$ cat src/design/rss_pkg.sv
// rss_pkg: shared types and constants of the roulette / rank parent selector
// depends on nothing; used by every module in design/
package rss_pkg;

   localparam int FIT_W  = 24;  // q16.8 fitness width
   localparam int FRAC_W = 24;  // random fraction scale bits
   localparam int IDX_W  = 8;   // entry index / selected index width
   localparam int N_W    = 9;   // population count, 1..256
   localparam int TOT_W  = 32;  // sum of up to 256 fitness entries
   localparam int PROD_W = FRAC_W + TOT_W;

   localparam logic [1:0] OP_LOAD     = 2'd0;
   localparam logic [1:0] OP_ROULETTE = 2'd1;
   localparam logic [1:0] OP_RANK     = 2'd2;

   typedef struct packed {
      logic [1:0]        operation;
      logic [IDX_W-1:0]  entry_index;
      logic [FIT_W-1:0]  fitness_value;
      logic [FRAC_W-1:0] random_fraction;
   } req_type;

   typedef struct packed {
      logic [IDX_W-1:0] selected_index;
      logic             no_fitness;
   } rsp_type;

   // table write port bundle
   typedef struct packed {
      logic             en;
      logic [IDX_W-1:0] addr;
      logic [FIT_W-1:0] data;
   } tbl_wr_type;

endpackage

$ cat src/design/rss_mul.sv
// rss_mul: shared registered multiplier, fraction times total or n times (n + 1)
// depends on rss_pkg
module rss_mul (
   input  logic                       clock,
   input  logic [rss_pkg::FRAC_W-1:0] a,
   input  logic [rss_pkg::TOT_W-1:0]  b,
   output logic [rss_pkg::PROD_W-1:0] p
);

   logic [rss_pkg::PROD_W-1:0] p_ff;

   always_ff @(posedge clock) begin
      p_ff <= rss_pkg::PROD_W'(a) * rss_pkg::PROD_W'(b);
   end

   assign p = p_ff;

endmodule

$ cat config.mk
export PLATFORM = sky130hd
export DESIGN_NAME = rss_mul
export DESIGN_NICKNAME = d
export VERILOG_FILES = /design/src/design/rss_pkg.sv /design/src/design/rss_mul.sv
export SDC_FILE = /design/constraint.sdc
export NUM_CORES = 2
export LEC_CHECK = 0
export BUFFER_PORTS_ARGS = -buffer_cell sky130_fd_sc_hd__buf_2
export CAP_MARGIN = 20
export CORE_MARGIN = 2
export CORE_UTILIZATION = 29
export DETAILED_ROUTE_END_ITERATION = 8
export SETUP_SLACK_MARGIN = 0.05
export SLEW_MARGIN = 20
export SYNTH_ARGS = -nofsm -noshare
export SYNTH_HDL_FRONTEND = slang
export SYNTH_SLANG_ARGS = --single-unit
$ cat constraint.sdc
create_clock -name clock -period 6.63 [get_ports clock]
set_clock_uncertainty 0.1 [all_clocks]
set_input_delay 0.663 -clock clock [delete_from_list [all_inputs] [get_ports clock]]
set_output_delay 0.663 -clock clock [all_outputs]
set_load 0.01 [all_outputs]
* Yosys cells after proc, flatten, opt, wreduce, memory -nomap -nowiden
Index checks and enable logic that the tools add are counted.
** Cells by class
- $mul :: 1
** Operators with widths (count)
- 24-bit by 32-bit multiplier with 56-bit output :: 1
** Storage, ports and cells
- Logic and storage cells :: 2
- Flip-flop bits (word level) :: 56
- Output and inout bits :: 56
- Bits of input ports :: 57

* Logic depth before layout (Yosys ltp)
- Depth after elaboration :: 1
- Gate-level depth with buffers :: 25
- Gate-level depth less buffers :: 23

* Worst setup path before layout
No wires, ideal clock.
- Kind :: input to register
- Start :: in a[3] (netlist bit)
- End :: reg p_ff, in the netlist p[37]
- Setup time :: 91 ps
- Stages on the path :: 23
- Path buffers :: 2
- Required time :: 6439 ps
- Setup slack :: -70 ps
- Arrival time :: 6509 ps
- Cells stage by stage :: clkbuf_1 nand2_1 fa_1 inv_1 fa_1 inv_1 fa_1 fa_1 inv_1 fa_1 fa_1 inv_1 fa_1 inv_1 ha_1 buf_6 a21o_1 o21bai_1 a221o_1 a21o_1 and3_1 a311o_1 a311oi_1
** On the way
- Cells in the longest elaborated chain, start to end :: 1
** Ends and longest elaborated chain
- start: declaration :: RTL line rss_mul.sv:5 : input logic [rss_pkg::FRAC_W-1:0] a,
- 24-bit by 32-bit multiplier with 56-bit output :: RTL line rss_mul.sv:13 : p_ff <= rss_pkg::PROD_W'(a) * rss_pkg::PROD_W'(b);
- end signal: assignment :: RTL line rss_mul.sv:13
- end: declaration :: RTL line rss_mul.sv:10 : logic [rss_pkg::PROD_W-1:0] p_ff;
No other way between the ends.

* Final worst setup path
- Start :: in b[12] (netlist bit)
- End :: reg p_ff, in the netlist p[51]
** On the way
- Cells in the longest elaborated chain, start to end :: 1
** Ends and longest elaborated chain
- start: declaration :: RTL line rss_mul.sv:6 : input logic [rss_pkg::TOT_W-1:0] b,
- 24-bit by 32-bit multiplier with 56-bit output :: RTL line rss_mul.sv:13
No other way between the ends.

==> out/qor.yml <==
max_freq_ghz: 0.1496
use_met1_pct: 19.72
hold_buffers: 0
synth_top_area_cell: "fa_1"
die_h_um: 304.6
final_common_cell: "inv_1"
detail_route.first_pass.iterations: 5
fp.dieW_um: 304.6
antenna_found_initial: 3
grt_pass1_vias: 21836
grt-busiest-layer: "met2"
met3_usage_pct: 2.489
die_area_mm2: 0.09279
required_ns: 6.74
grt_setup_unrepaired: "yes"
cp_common_cell: "fa_1"
critPathCaptureType: "flop"
clockRootBuffer: "clkbuf_16"
whs_ns: 0.7491
ys_ff_latch: 56
hold-path-cell-count: 3
layout_common_cells: "inv_1 (696), fa_1 (635), nand2_1 (408)"
cts_tree: "yes"
crit_path_start_kind: "input pin"
drc: 0
ios: 113
drt_iter0_markers: 873
slowest_delay_ns: 0.60
wl_per_cell_um: 16.76
critical_path_arrival_ns: 6.79
setup_ws_ns: -0.05613
rows: 110
drive_gt1_share_pct: 21.97
setup_viol: 4
via_per_inst: 4.554
fin_crit_sh_pct: 100.8
overflow: 0
post-place-ws_ns: -0.8824
postSynth.asyncResetShare_pct: 0
cap_violations: 0
wirelength_um: 74680
vias: 20293
final_max_slew_viol_count: 0
netlist_instances: 2935
ys_types: 66
worstMarginPinSlew_ns: 0.5431
grt_max_degree: 25
grt_pass1_wl_um: 118100
fin_crit_ns: 6.686
largest_reg_flops: 56
place_hpwl_um: 63270
routabilityCongestion: 0.8625
synth.area.top_cells: "fa_1 (50%), inv_1 (10%), and2_1 (9.4%)"
violations: "setup timing"
max_slew_margin_pct: 63.54
synth_fp_nets: 3832
worst-path-max-fanout: 6
ys_seq_area_share_pct: 4.278
cts_made_buffers: 5
crit_type: "input pin to flop"
synth_edf_count: 0
h-tree-depth: 2
min_path_type: "input pin to flop"
grt_usage_pct: 16.12
nets: 4173
ys.flop_type: "dfxtp_1"
ant_nets: 0
syn_to_final_growth_pct: 24.84
portBuffers: 112
clkTransAtPathRegs_ns: 0.09
cp_slowest_cell: "fa_1"
hold_viol_final: 0
start_util_pct: 29.21
final_core_util_pct: 36.46
clkSinkCount: 56
yosysTopAreaCellShare_pct: 50.26
outcome: "complete, but fails checks"
syn-cell-area_mm2: 0.02621
cts_buffer_depth: 2
met2_usage_pct: 29.24
core-area_mm2: 0.08974
ys_warn_count: 0
avgSynthCellArea_um2: 8.929
==> cells by family after synthesis <==
group / after synthesis / share of synthesized area [%]
AOI/OAI and AO/OA: 194 / 5.013
xor gates and xnor gates: 47 / 1.571
adders and majority gates: 840 / 58.95
buffers and inverters: 883 / 12.72
DFF: 56 / 4.278
and+or+nand+nor: 915 / 17.46
==> synthesized netlist by cell type, types with 19 or more instances <==
master	n
inv_1	727
fa_1	658
nand2_1	424
and2_1	392
ha_1	182
clkbuf_1	147
a21oi_1	61
dfxtp_1	56
nor2_1	32
xnor2_1	31
o21ai_0	29
nand3_1	20
a21o_1	19
==> metal layers <==
metal	up-vias	part of all wire [%]
met5	-	0
li1	9174	-
met2	503	52
met1	10509	39
met4	0	3.2
met3	107	5.1
==> final cells by class <==
class	instances	area, µm²
Antenna cell	3	7.507
Clock buffer	5	125.1
Clock inverter	3	47.55
Fill cell	9157	57020
Inverter	727	2729
Multi-Input combinational cell	1996	22900
Sequential cell	56	1121
Tap cell	1176	1471
Timing Repair Buffer	490	4317
==> worst max-delay path, delay by kind of cell <==
| kind | cells | cell delay, ns |
|---|---|---|
| adder cells (fa/ha/maj) | 8 | 3.96 |
| AO/OA/AOI/OAI | 6 | 0.87 |
| buffers and inverters | 9 | 0.86 |
| AND/OR/NAND/NOR | 3 | 0.42 |
==> what timing repair did <==
item,CTS,global route
pin swaps,91,137
setup buffers,14,23
gates cloned,4,4
endpoints found under the hold margin,0,0
endpoints found under the setup margin,34,35
gates resized for setup,197,221
==> path summary, 6_finish.rpt <==
kind / startpoint / endpoint / slack [ns]
worst max-delay path: b[12] / p[51] / -0.06
worst min-delay path: a[0] / p[0] / 0.75
==> metrics by stage <==
stage / instance area (µm²) / instances / setup TNS, ns
CTS: 31580 / 4426 / -0.1095
finish: 32720 / 4456 / -0.1268
global placement: 30330 / 4401 / -18.46
detailed placement: 30330 / 4401 / -20.79
global route: 32720 / 4456 / -1.173
floorplan: 26240 / 2935 / 0
Power is not shown: default switching activity piles up to over one toggle a cycle in this logic, so the estimate is an artifact.
